<file path="config.mk">
export PLATFORM = sky130hd
export DESIGN_NAME = deadline_disk_head_scheduler
export DESIGN_NICKNAME = d
export VERILOG_FILES = /design/src/design/dds_pkg.sv /design/src/design/dds_cell.sv /design/src/design/deadline_disk_head_scheduler.sv
export SDC_FILE = /design/constraint.sdc
export NUM_CORES = 2
export LEC_CHECK = 0
export ABC_AREA = 0
export BUFFER_PORTS_ARGS = -buffer_cell sky130_fd_sc_hd__buf_2
export CAP_MARGIN = 20
export CORE_MARGIN = 1
export CORE_UTILIZATION = 65
export CTS_CLUSTER_SIZE = 16
export DETAILED_ROUTE_END_ITERATION = 6
export PLACE_DENSITY = 0.85
export SLEW_MARGIN = 20
export SYNTH_ARGS = -nofsm -noshare
export SYNTH_HDL_FRONTEND = slang
export SYNTH_HIERARCHICAL = 1
export SYNTH_SLANG_ARGS = --single-unit
</file>
<file path="constraint.sdc">
create_clock -name i_clk -period 20.4 [get_ports i_clk]
set_input_delay 2.04 -clock i_clk [delete_from_list [all_inputs] [get_ports i_clk]]
set_output_delay 2.04 -clock i_clk [all_outputs]
set_load 0.01 [all_outputs]
</file>
<file path="src/design/dds_pkg.sv">
`timescale 1ns / 1ps
// ----------------------------------------------------------------------------
// dds_pkg
// Shared types and codes for the deadline disk head scheduler.
// ----------------------------------------------------------------------------
package dds_pkg;

    // per-cycle command to every cell of the request chain
    typedef struct packed {
        logic add;    // append new request at the first free cell
        logic hit;    // drop entries whose block equals the head
        logic shift;  // close holes: take the right neighbor's entry
        logic scan;   // pass the running best entry one cell right
    } t_cell_ctl;

    localparam logic        OP_TICK = 1'b0;
    localparam logic        OP_ADD  = 1'b1;

    localparam logic [1:0]  MOVE_NONE = 2'd0;
    localparam logic [1:0]  MOVE_UP   = 2'd1;
    localparam logic [1:0]  MOVE_DOWN = 2'd2;

    localparam int          CFG_DATA_W     = 32;
    localparam int          CFG_ADDR_W     = 3;
    localparam logic        REG_LAST_BLOCK = 1'b0;
    localparam int          LAST_BLOCK_W   = 16;
    localparam int          DIST_W         = 32;

endpackage

</file>
<file path="src/design/dds_cell.sv">
`timescale 1ns / 1ps
// ----------------------------------------------------------------------------
// dds_cell
// One slot of the request chain: entry storage, hole closing, best pass.
// ----------------------------------------------------------------------------
module dds_cell
    import dds_pkg::*;
#(
    parameter int BLOCK_BITS    = 16,
    parameter int DEADLINE_BITS = 16
) (
    input  logic                     i_clk,
    input  logic                     i_rst_n,
    input  t_cell_ctl                i_ctl,
    input  logic [BLOCK_BITS-1:0]    i_head,
    input  logic [BLOCK_BITS-1:0]    i_new_blk,
    input  logic [DEADLINE_BITS-1:0] i_new_dl,
    input  logic                     i_prev_valid,
    input  logic                     i_hole_in,
    input  logic                     i_nxt_valid,
    input  logic [BLOCK_BITS-1:0]    i_nxt_blk,
    input  logic [DEADLINE_BITS-1:0] i_nxt_dl,
    input  logic                     i_best_in_v,
    input  logic [BLOCK_BITS-1:0]    i_best_in_blk,
    input  logic [DEADLINE_BITS-1:0] i_best_in_dl,
    output logic                     o_valid,
    output logic [BLOCK_BITS-1:0]    o_blk,
    output logic [DEADLINE_BITS-1:0] o_dl,
    output logic                     o_hole_out,
    output logic                     o_hit,
    output logic                     o_best_v,
    output logic [BLOCK_BITS-1:0]    o_best_blk,
    output logic [DEADLINE_BITS-1:0] o_best_dl
);

    logic                     r_valid, n_valid;
    logic [BLOCK_BITS-1:0]    r_blk, n_blk;
    logic [DEADLINE_BITS-1:0] r_dl, n_dl;
    logic                     r_best_v, n_best_v;
    logic [BLOCK_BITS-1:0]    r_best_blk, n_best_blk;
    logic [DEADLINE_BITS-1:0] r_best_dl, n_best_dl;
    logic                     w_take;

    assign o_hit      = r_valid && (r_blk == i_head);
    assign o_hole_out = i_hole_in | ~r_valid;
    // strict compare: an earlier cell (older item) wins ties
    assign w_take     = r_valid && (!i_best_in_v || (r_dl < i_best_in_dl));

    always_comb begin
        n_valid    = r_valid;
        n_blk      = r_blk;
        n_dl       = r_dl;
        n_best_v   = r_best_v;
        n_best_blk = r_best_blk;
        n_best_dl  = r_best_dl;
        if (i_ctl.add && !r_valid && i_prev_valid) begin
            n_valid = 1'b1;
            n_blk   = i_new_blk;
            n_dl    = i_new_dl;
        end
        if (i_ctl.hit && o_hit) begin
            n_valid = 1'b0;
        end
        if (i_ctl.shift && o_hole_out) begin
            n_valid = i_nxt_valid;
            n_blk   = i_nxt_blk;
            n_dl    = i_nxt_dl;
        end
        if (i_ctl.scan) begin
            n_best_v   = w_take | i_best_in_v;
            n_best_blk = w_take ? r_blk : i_best_in_blk;
            n_best_dl  = w_take ? r_dl  : i_best_in_dl;
        end
    end

    always_ff @(posedge i_clk) begin
        if (!i_rst_n) begin
            r_valid <= 1'b0;
        end else begin
            r_valid <= n_valid;
        end
        r_blk      <= n_blk;
        r_dl       <= n_dl;
        r_best_v   <= n_best_v;
        r_best_blk <= n_best_blk;
        r_best_dl  <= n_best_dl;
    end

    assign o_valid    = r_valid;
    assign o_blk      = r_blk;
    assign o_dl       = r_dl;
    assign o_best_v   = r_best_v;
    assign o_best_blk = r_best_blk;
    assign o_best_dl  = r_best_dl;

endmodule

</file>
<file path="src/design/deadline_disk_head_scheduler.sv">
`timescale 1ns / 1ps
// Sequence: an add item goes from acceptance straight to S_OUT, where the result
// registers load; a tick item passes S_COMPACT for H (0..QUEUE_DEPTH-1) hole-closing
// steps after served entries drop, S_SCAN (best-deadline pass, one cell per cycle),
// S_MOVE and S_OUT. One item in flight; the next is accepted once the result is registered.
// Reset (synchronous, active low) empties the table, zeroes head and distance,
// and sets last_block to 65535.
// ----------------------------------------------------------------------------
// deadline_disk_head_scheduler
// Deadline-first disk head scheduler built on a chain of request cells.
// ----------------------------------------------------------------------------
module deadline_disk_head_scheduler
    import dds_pkg::*;
#(
    parameter int QUEUE_DEPTH   = 16,
    parameter int BLOCK_BITS    = 16,
    parameter int DEADLINE_BITS = 16,
    localparam int CNT_W = $clog2(QUEUE_DEPTH + 1)
) (
    input  logic                     i_clk,
    input  logic                     i_rst_n,
    // APB configuration port
    input  logic                     psel,
    input  logic                     penable,
    input  logic                     pwrite,
    input  logic [CFG_ADDR_W-1:0]    paddr,
    input  logic [CFG_DATA_W-1:0]    pwdata,
    output logic [CFG_DATA_W-1:0]    prdata,
    output logic                     pready,
    // input item channel
    input  logic                     i_valid,
    output logic                     o_ready,
    input  logic                     i_operation,
    input  logic [BLOCK_BITS-1:0]    i_request_block,
    input  logic [DEADLINE_BITS-1:0] i_request_deadline,
    // result item channel
    output logic                     o_valid,
    input  logic                     i_ready,
    output logic [BLOCK_BITS-1:0]    o_head_position,
    output logic [CNT_W-1:0]         o_served_count,
    output logic [1:0]               o_head_move,
    output logic [DIST_W-1:0]        o_total_distance,
    output logic [CNT_W-1:0]         o_pending_count,
    output logic                     o_rejected
);

    localparam int D    = QUEUE_DEPTH;
    localparam int SC_W = $clog2(QUEUE_DEPTH);
    localparam int CMP_W = (BLOCK_BITS > LAST_BLOCK_W) ? BLOCK_BITS : LAST_BLOCK_W;

    // sequencer codes
    localparam logic [2:0] S_IDLE    = 3'd0;
    localparam logic [2:0] S_COMPACT = 3'd1;
    localparam logic [2:0] S_SCAN    = 3'd2;
    localparam logic [2:0] S_MOVE    = 3'd3;
    localparam logic [2:0] S_OUT     = 3'd4;

    logic [2:0]               r_state, n_state;
    logic [SC_W-1:0]          r_scan, n_scan;
    logic [LAST_BLOCK_W-1:0]  r_last;
    logic [BLOCK_BITS-1:0]    r_head, n_head;
    logic [DIST_W-1:0]        r_dist, n_dist;
    logic [CNT_W-1:0]         r_count, n_count;
    logic [CNT_W-1:0]         r_served, n_served;
    logic [1:0]               r_move, n_move;
    logic                     r_rej, n_rej;
    logic                     r_ov;
    logic [BLOCK_BITS-1:0]    r_o_head;
    logic [CNT_W-1:0]         r_o_served, r_o_pend;
    logic [1:0]               r_o_move;
    logic [DIST_W-1:0]        r_o_dist;
    logic                     r_o_rej;

    t_cell_ctl                w_ctl;
    logic                     w_accept, w_load_out, w_gap, w_reject;
    logic [CNT_W-1:0]         w_hits;

    // chain wiring
    logic                     w_valid    [D];
    logic [BLOCK_BITS-1:0]    w_blk      [D];
    logic [DEADLINE_BITS-1:0] w_dl       [D];
    logic                     w_hole     [D];
    logic                     w_hit      [D];
    logic                     w_best_v   [D];
    logic [BLOCK_BITS-1:0]    w_best_blk [D];
    logic [DEADLINE_BITS-1:0] w_best_dl  [D];

    // ---------------- configuration ----------------
    assign pready = 1'b1;
    always_ff @(posedge i_clk) begin
        if (!i_rst_n) begin
            r_last <= {LAST_BLOCK_W{1'b1}};
        end else if (psel && penable && pwrite && (paddr[2] == REG_LAST_BLOCK)) begin
            r_last <= pwdata[LAST_BLOCK_W-1:0];
        end
    end
    assign prdata = (paddr[2] == REG_LAST_BLOCK)
                  ? {{(CFG_DATA_W-LAST_BLOCK_W){1'b0}}, r_last} : '0;

    // ---------------- handshake ----------------
    assign o_ready    = (r_state == S_IDLE);
    assign w_accept   = i_valid && o_ready;
    assign w_load_out = (r_state == S_OUT) && (!r_ov || i_ready);

    // add is refused when full or when the block is past the drive end
    assign w_reject = (r_count == CNT_W'(D)) ||
                      (CMP_W'(i_request_block) > CMP_W'(r_last));

    // ---------------- cell chain ----------------
    always_comb begin
        w_ctl       = '0;
        w_ctl.add   = w_accept && (i_operation == OP_ADD) && !w_reject;
        w_ctl.hit   = w_accept && (i_operation == OP_TICK);
        w_ctl.shift = (r_state == S_COMPACT) && w_gap;
        w_ctl.scan  = (r_state == S_SCAN);
    end

    for (genvar g = 0; g < D; g++) begin : g_cell
        dds_cell #(
            .BLOCK_BITS    (BLOCK_BITS),
            .DEADLINE_BITS (DEADLINE_BITS)
        ) u_cell (
            .i_clk         (i_clk),
            .i_rst_n       (i_rst_n),
            .i_ctl         (w_ctl),
            .i_head        (r_head),
            .i_new_blk     (i_request_block),
            .i_new_dl      (i_request_deadline),
            .i_prev_valid  ((g == 0) ? 1'b1 : w_valid[(g == 0) ? 0 : g-1]),
            .i_hole_in     ((g == 0) ? 1'b0 : w_hole[(g == 0) ? 0 : g-1]),
            .i_nxt_valid   ((g == D-1) ? 1'b0 : w_valid[(g == D-1) ? g : g+1]),
            .i_nxt_blk     ((g == D-1) ? '0 : w_blk[(g == D-1) ? g : g+1]),
            .i_nxt_dl      ((g == D-1) ? '0 : w_dl[(g == D-1) ? g : g+1]),
            .i_best_in_v   ((g == 0) ? 1'b0 : w_best_v[(g == 0) ? 0 : g-1]),
            .i_best_in_blk ((g == 0) ? '0 : w_best_blk[(g == 0) ? 0 : g-1]),
            .i_best_in_dl  ((g == 0) ? '0 : w_best_dl[(g == 0) ? 0 : g-1]),
            .o_valid       (w_valid[g]),
            .o_blk         (w_blk[g]),
            .o_dl          (w_dl[g]),
            .o_hole_out    (w_hole[g]),
            .o_hit         (w_hit[g]),
            .o_best_v      (w_best_v[g]),
            .o_best_blk    (w_best_blk[g]),
            .o_best_dl     (w_best_dl[g])
        );
    end

    // served count and hole detection over the chain
    always_comb begin
        w_hits = '0;
        w_gap  = 1'b0;
        for (int i = 0; i < D; i++) begin
            w_hits = w_hits + CNT_W'(w_hit[i]);
        end
        for (int i = 0; i < D-1; i++) begin
            w_gap = w_gap | (!w_valid[i] && w_valid[i+1]);
        end
    end

    // ---------------- sequencer ----------------
    always_comb begin
        n_state  = r_state;
        n_scan   = r_scan;
        n_head   = r_head;
        n_dist   = r_dist;
        n_count  = r_count;
        n_served = r_served;
        n_move   = r_move;
        n_rej    = r_rej;
        case (r_state)
            S_IDLE: begin
                if (w_accept) begin
                    n_move = MOVE_NONE;
                    if (i_operation == OP_ADD) begin
                        n_served = '0;
                        n_rej    = w_reject;
                        n_count  = w_reject ? r_count : r_count + CNT_W'(1);
                        n_state  = S_OUT;
                    end else begin
                        n_served = w_hits;
                        n_rej    = 1'b0;
                        n_count  = r_count - w_hits;
                        n_state  = S_COMPACT;
                    end
                end
            end
            S_COMPACT: begin
                if (!w_gap) begin
                    n_scan  = '0;
                    n_state = S_SCAN;
                end
            end
            S_SCAN: begin
                n_scan = r_scan + SC_W'(1);
                if (r_scan == SC_W'(D-1)) begin
                    n_state = S_MOVE;
                end
            end
            S_MOVE: begin
                if (w_best_v[D-1]) begin
                    if (w_best_blk[D-1] > r_head) begin
                        n_head = r_head + BLOCK_BITS'(1);
                        n_move = MOVE_UP;
                    end else if (w_best_blk[D-1] < r_head) begin
                        n_head = r_head - BLOCK_BITS'(1);
                        n_move = MOVE_DOWN;
                    end
                    if ((w_best_blk[D-1] != r_head) && (r_dist != {DIST_W{1'b1}})) begin
                        n_dist = r_dist + DIST_W'(1);
                    end
                end
                n_state = S_OUT;
            end
            S_OUT: begin
                if (w_load_out) begin
                    n_state = S_IDLE;
                end
            end
            default: begin
                n_state = S_IDLE;
            end
        endcase
    end

    always_ff @(posedge i_clk) begin
        if (!i_rst_n) begin
            r_state <= S_IDLE;
            r_head  <= '0;
            r_dist  <= '0;
            r_count <= '0;
            r_ov    <= 1'b0;
        end else begin
            r_state <= n_state;
            r_head  <= n_head;
            r_dist  <= n_dist;
            r_count <= n_count;
            if (w_load_out) begin
                r_ov <= 1'b1;
            end else if (i_ready) begin
                r_ov <= 1'b0;
            end
        end
        r_scan   <= n_scan;
        r_served <= n_served;
        r_move   <= n_move;
        r_rej    <= n_rej;
        if (w_load_out) begin
            r_o_head   <= r_head;
            r_o_served <= r_served;
            r_o_move   <= r_move;
            r_o_dist   <= r_dist;
            r_o_pend   <= r_count;
            r_o_rej    <= r_rej;
        end
    end

    assign o_valid          = r_ov;
    assign o_head_position  = r_o_head;
    assign o_served_count   = r_o_served;
    assign o_head_move      = r_o_move;
    assign o_total_distance = r_o_dist;
    assign o_pending_count  = r_o_pend;
    assign o_rejected       = r_o_rej;

endmodule

</file>
**Word level (Yosys, flattened, before mapping)**

Index checks and enable logic that the tools add are counted.

- Add/subtract/negate cells: 21
- Magnitude comparators: 18
- Equality and inequality tests: 31
- Multiplexer cells: 154
- Bitwise logic cells: 63
- Reductions and logical operators: 212

Operators with widths:

| operator | count |
|---|---|
| 16-bit two-way mux | 92 |
| 16-bit == test | 16 |
| 16-bit < comparator | 16 |
| 1-bit logical AND | 119 |
| 5-bit by 1-bit adder with 5-bit output | 11 |
| 1-bit two-way mux | 47 |
| 3-bit nonzero test | 15 |
| 1-bit bitwise OR | 44 |
| 2-bit nonzero test | 19 |
| 1-bit logical NOT | 33 |
| 32-bit by 1-bit adder with 32-bit output (second input constant) | 1 |
| 16-bit > comparator | 2 |
| 32-bit != test (second input constant) | 1 |
| 1-bit NOT | 19 |
| 1-bit logical OR | 17 |
| 16-bit by 1-bit adder with 16-bit output (second input constant) | 1 |
| 16-bit != test | 1 |
| 16-bit by 1-bit subtractor with 16-bit output (second input constant) | 1 |
| 3-bit two-way mux | 5 |
| 3-bit one-hot mux with 5 select lines | 1 |
| 5-bit two-way mux | 2 |
| 3-bit AND reduction | 3 |
| 2-bit two-way mux | 4 |
| 2-bit != test (second input constant) | 4 |
| other kinds (21) | 25 |

- Register bits after elaboration: 1186
- Output and inout bits: 96
- Word-level logic and storage cells: 610

**Logic depth before layout (Yosys ltp)**

- Depth in word-level cells: 19
- Gate-level depth with buffers: 23

**By module**

Netlist, hierarchy kept.

By module, submodules not included:

| module | instances | cells an instance | area each (µm²) | seq. area each (µm²) |
|---|---|---|---|---|
| dds_cell at g_cell[0].u_cell ... | 14 | 229 | 3499.6 | 1971.9 |
| deadline_disk_head_scheduler | 1 | 794 | 7821.3 | 3653.5 |
| dds_cell at g_cell[8].u_cell ... | 2 | 229 | 3502.1 | 1971.9 |

**Worst setup path before layout**

Ideal clock, no wire load.

- Path kind: register to register
- From: register r_state[0]
- To: register g_cell[0].u_cell.r_best_blk[0], enable pin
- Library setup time: 0.872 ns
- Data arrival time: 10.861 ns
- Setup slack: 8.667 ns
- Stages on the path, launching flop included: 5
- Buffers on the path: 1
- Clock period less this slack: 11.733 ns
- Cells stage by stage: dfxtp_1 -> buf_2 -> nor2_1 -> nand2_1 -> inv_1

RTL lines:

| what | RTL line | source |
|---|---|---|
| start, declared | deadline_disk_head_scheduler.sv:58 | `logic [2:0] r_state, n_state;` |
| start signal, assigned | deadline_disk_head_scheduler.sv:233 | `r_state <= n_state;` |
| end signal, assigned | dds_cell.sv:85 | `r_best_blk <= n_best_blk;` |
| end, declared | dds_cell.sv:40 | `logic [BLOCK_BITS-1:0] r_best_blk, n_best_blk;` |

==> impl_metrics.json <==
{
  "critPathLaunchType": "flip-flop",
  "rows": 113,
  "power.density_mw_per_mm2": 137.0,
  "drc": 0,
  "cts_hold_buf": 0,
  "switching_share_pct": 31.98,
  "slew_headroom_pct": 24.57,
  "dr_total_vias": 36856,
  "insertion_delay_ns": 0.72,
  "timing.rr.end": "r_count[4]$_SDFFE_PN0P_",
  "finalMaxSlewViolations": 0,
  "cts-root-buf": "clkbuf_16",
  "fp.dieH_um": 313.6,
  "slowest_stage": "dfxtp_1",
  "seq_power_share_pct": 42.8,
  "cts_setup_buffers": 0,
  "fin_crit_sh_pct": 36.74,
  "rsz0062_at_grt": "false",
  "dp.final_hpwl_mm": 92.89,
  "route.detailed.wl_per_inst_um": 22.63,
  "yosysWarnings": 6,
  "track_usage_pct": 27.78,
  "syn_area_per_cell_um2": 14.26,
  "numClockSinks": 1186,
  "syn_to_final_growth_pct": 10.36,
  "stdcell_count": 6087,
  "crit_buf_inv": 4,
  "combinationalPowerShare_pct": 33.5,
  "hold_viol_final": 0,
  "reg2reg_from": "r_head[8]$_SDFFE_PN0P_",
  "regToRegSetupSlack_ns": 12.91,
  "setup_viol": 0,
  "clkPwrFrac_pct": 23.7,
  "p_sw_mw": 3.049,
  "status": "finished clean",
  "hold_depth": 0,
  "power.total_mw": 9.537,
  "final_util_pct": 72.85,
  "hold_slack_ns": 0.4179,
  "worstPathMaxFanout": 11,
  "max_stage_delay_ns": 0.80,
  "cts.repair.resized": 0,
  "drt_iter0_markers": 2961,
  "tns_ns": 0,
  "min_path_type": "flip-flop to flip-flop",
  "worst_slew_pin_slew_ns": 1.131,
  "fin_nets": 5099,
  "period_needed_ns": 7.494,
  "cts_tree": "done",
  "holdPathEnd": "o_served_count[3]$_DFFE_PP_",
  "initial_core_util_pct": 66.01,
  "numPortBuffers": 135,
  "cp_common_cell": "fa_1",
  "crit_family": "adder cells",
  "grt_pass1_vias": 37893,
  "path_clk_slew_ns": 0.06,
  "place_congestion": 0.8493,
  "cts_inserted_buffers": 120,
  "grt_max_degree": 152,
  "die-area_mm2": 0.09831,
  "wirelength_mm": 137.8,
  "endpoint_kind": "flip-flop",
  "maxCapViolations": 0,
  "critPathRequiredTime_ns": 21.04,
  "grt.overflow.total": 0,
  "dr.pass1.iters": 5,
  "final_common_cell": "edfxtp_1",
  "syn_inst": 4425,
  "final_cell_mix": "edfxtp_1, mux2_2, mux2_4",
  "crit_chain": "buf_4, xor2_1, nor4_1, nand2_1, nor4_1, inv_1, fa_1, fa_1, fa_1, fa_1, inv_1, ha_1, inv_1, fa_1, xor2_1, xnor2_1, nor2_1, ha_1, a21o_1, a21oi_1, xnor2_1, nor3b_1, mux2i_1",
  "ios": 171,
  "syn-cell-area_mm2": 0.06309,
  "ctsLongestPathBuffers": 3,
  "drive_above_1_share_pct": 30.22,
  "reg2reg_depth": 23,
  "fmax_mhz": 133.4,
  "final_antenna_net_count": 0,
  "htreeDepth": 3,
  "min_from": "r_served[3]$_SDFFCE_PP0P_",
  "vdd_drop_max_mv": 0.1110,
  "antenna_found_initial": 7,
  "avgViaCountPerCell": 6.055,
  "fin_worst_skew_ns": 0.02446,
  "p_leak_nw": 27.43,
  "criticalPathCategory": "flip-flop to flip-flop",
  "core_area_mm2": 0.09558,
  "die_w_um": 313.6,
  "crit_arrival_ns": 8.14,
  "power.internal_mw": 6.487,
  "dp_cells": 5853,
  "grt_pass1_wl_mm": 213.5
}
## power by group through the flow
stage	combinational, mW	sequential [mW]	clock, mW
after floorplan	2.53	4.05	0
after global placement	3.00	4.07	0
after detailed placement	3.13	4.09	0
after CTS	3.17	4.07	2.28
after global routing	3.43	4.14	2.38
final	3.19	4.08	2.26
## sequential cells by signal (all words and copies together) (netlist names), 3 cells and up
| name | cells |
|---|---|
| g_cell.u_cell/o_best_v | 16 |
| o_total_distance | 32 |
| r_count | 5 |
| g_cell.u_cell/o_dl | 256 |
| o_served_count | 5 |
| g_cell.u_cell/o_best_blk | 256 |
| r_served | 5 |
| r_state | 3 |
| g_cell.u_cell/o_blk | 256 |
| r_scan | 4 |
| o_head_position | 16 |
| o_pending_count | 5 |
| r_head | 16 |
| g_cell.u_cell/o_valid | 16 |
| r_dist | 32 |
| g_cell.u_cell/o_best_dl | 240 |
| r_last | 16 |
## through the flow
| step | setup WS, ns | area [um^2] |
|---|---|---|
| finish | 12.91 | 69630 |
| global route | 12.52 | 69630 |
| CTS | 13.05 | 69500 |
| detailed placement | 13.11 | 65480 |
| global placement | 13.09 | 65450 |
| floorplan | 8.989 | 63470 |
## worst reg2reg max path: stages (launching register included)
cell     delay, ns
dfxtp_1       0.80
buf_4         0.39
xor2_1        0.10
nor4_1        0.46
nand2_1       0.16
nor4_1        0.62
inv_1         0.17
fa_1          0.59
fa_1          0.43
fa_1          0.52
fa_1          0.50
inv_1         0.09
ha_1          0.16
inv_1         0.07
fa_1          0.50
xor2_1        0.35
xnor2_1       0.16
nor2_1        0.07
ha_1          0.33
a21o_1        0.18
a21oi_1       0.17
xnor2_1       0.11
nor3b_1       0.28
mux2i_1       0.21
## cell type report
| class | instances | area [um^2] |
|---|---|---|
| fillers | 5826 | 25950 |
| clock inverters | 72 | 742.0 |
| multi-input cells | 2843 | 26640 |
| diodes | 4 | 10.01 |
| flip-flops and latches | 1186 | 34720 |
| repair buffers | 205 | 1301 |
| well taps | 1265 | 1583 |
| inverters | 358 | 1351 |
| clock buffers | 154 | 3282 |
## layer usage
layer	part of all wire, %	vias up	wire length [um]	GRT usage (%)
met5	0.016	-	22	0
met2	49	1242	67760	46.50
met4	3.3	4	4554	9.911
met3	6.4	275	8849	4.658
met1	41	18503	56570	36.68
li1	-	16832	-	-
## worst max path at each step
stage | endpoint | cells past startpoint | start | slack [ns]
2_1_floorplan | g_cell[0].u_cell/o_best_blk[0]$_DFFE_PP_ | 4 | r_state[0]$_SDFFE_PN0P_ | 8.99
3_3_place_gp | r_count[4]$_SDFFE_PN0P_ | 23 | r_head[8]$_SDFFE_PN0P_ | 13.09
3_5_place_dp | r_count[4]$_SDFFE_PN0P_ | 23 | r_head[8]$_SDFFE_PN0P_ | 13.11
4_1_cts | r_count[4]$_SDFFE_PN0P_ | 23 | r_head[8]$_SDFFE_PN0P_ | 13.05
5_1_grt | r_count[4]$_SDFFE_PN0P_ | 23 | r_head[8]$_SDFFE_PN0P_ | 12.52
6_report | r_count[4]$_SDFFE_PN0P_ | 23 | r_head[8]$_SDFFE_PN0P_ | 12.91
Note: power is estimated with default switching activity, not from simulation.
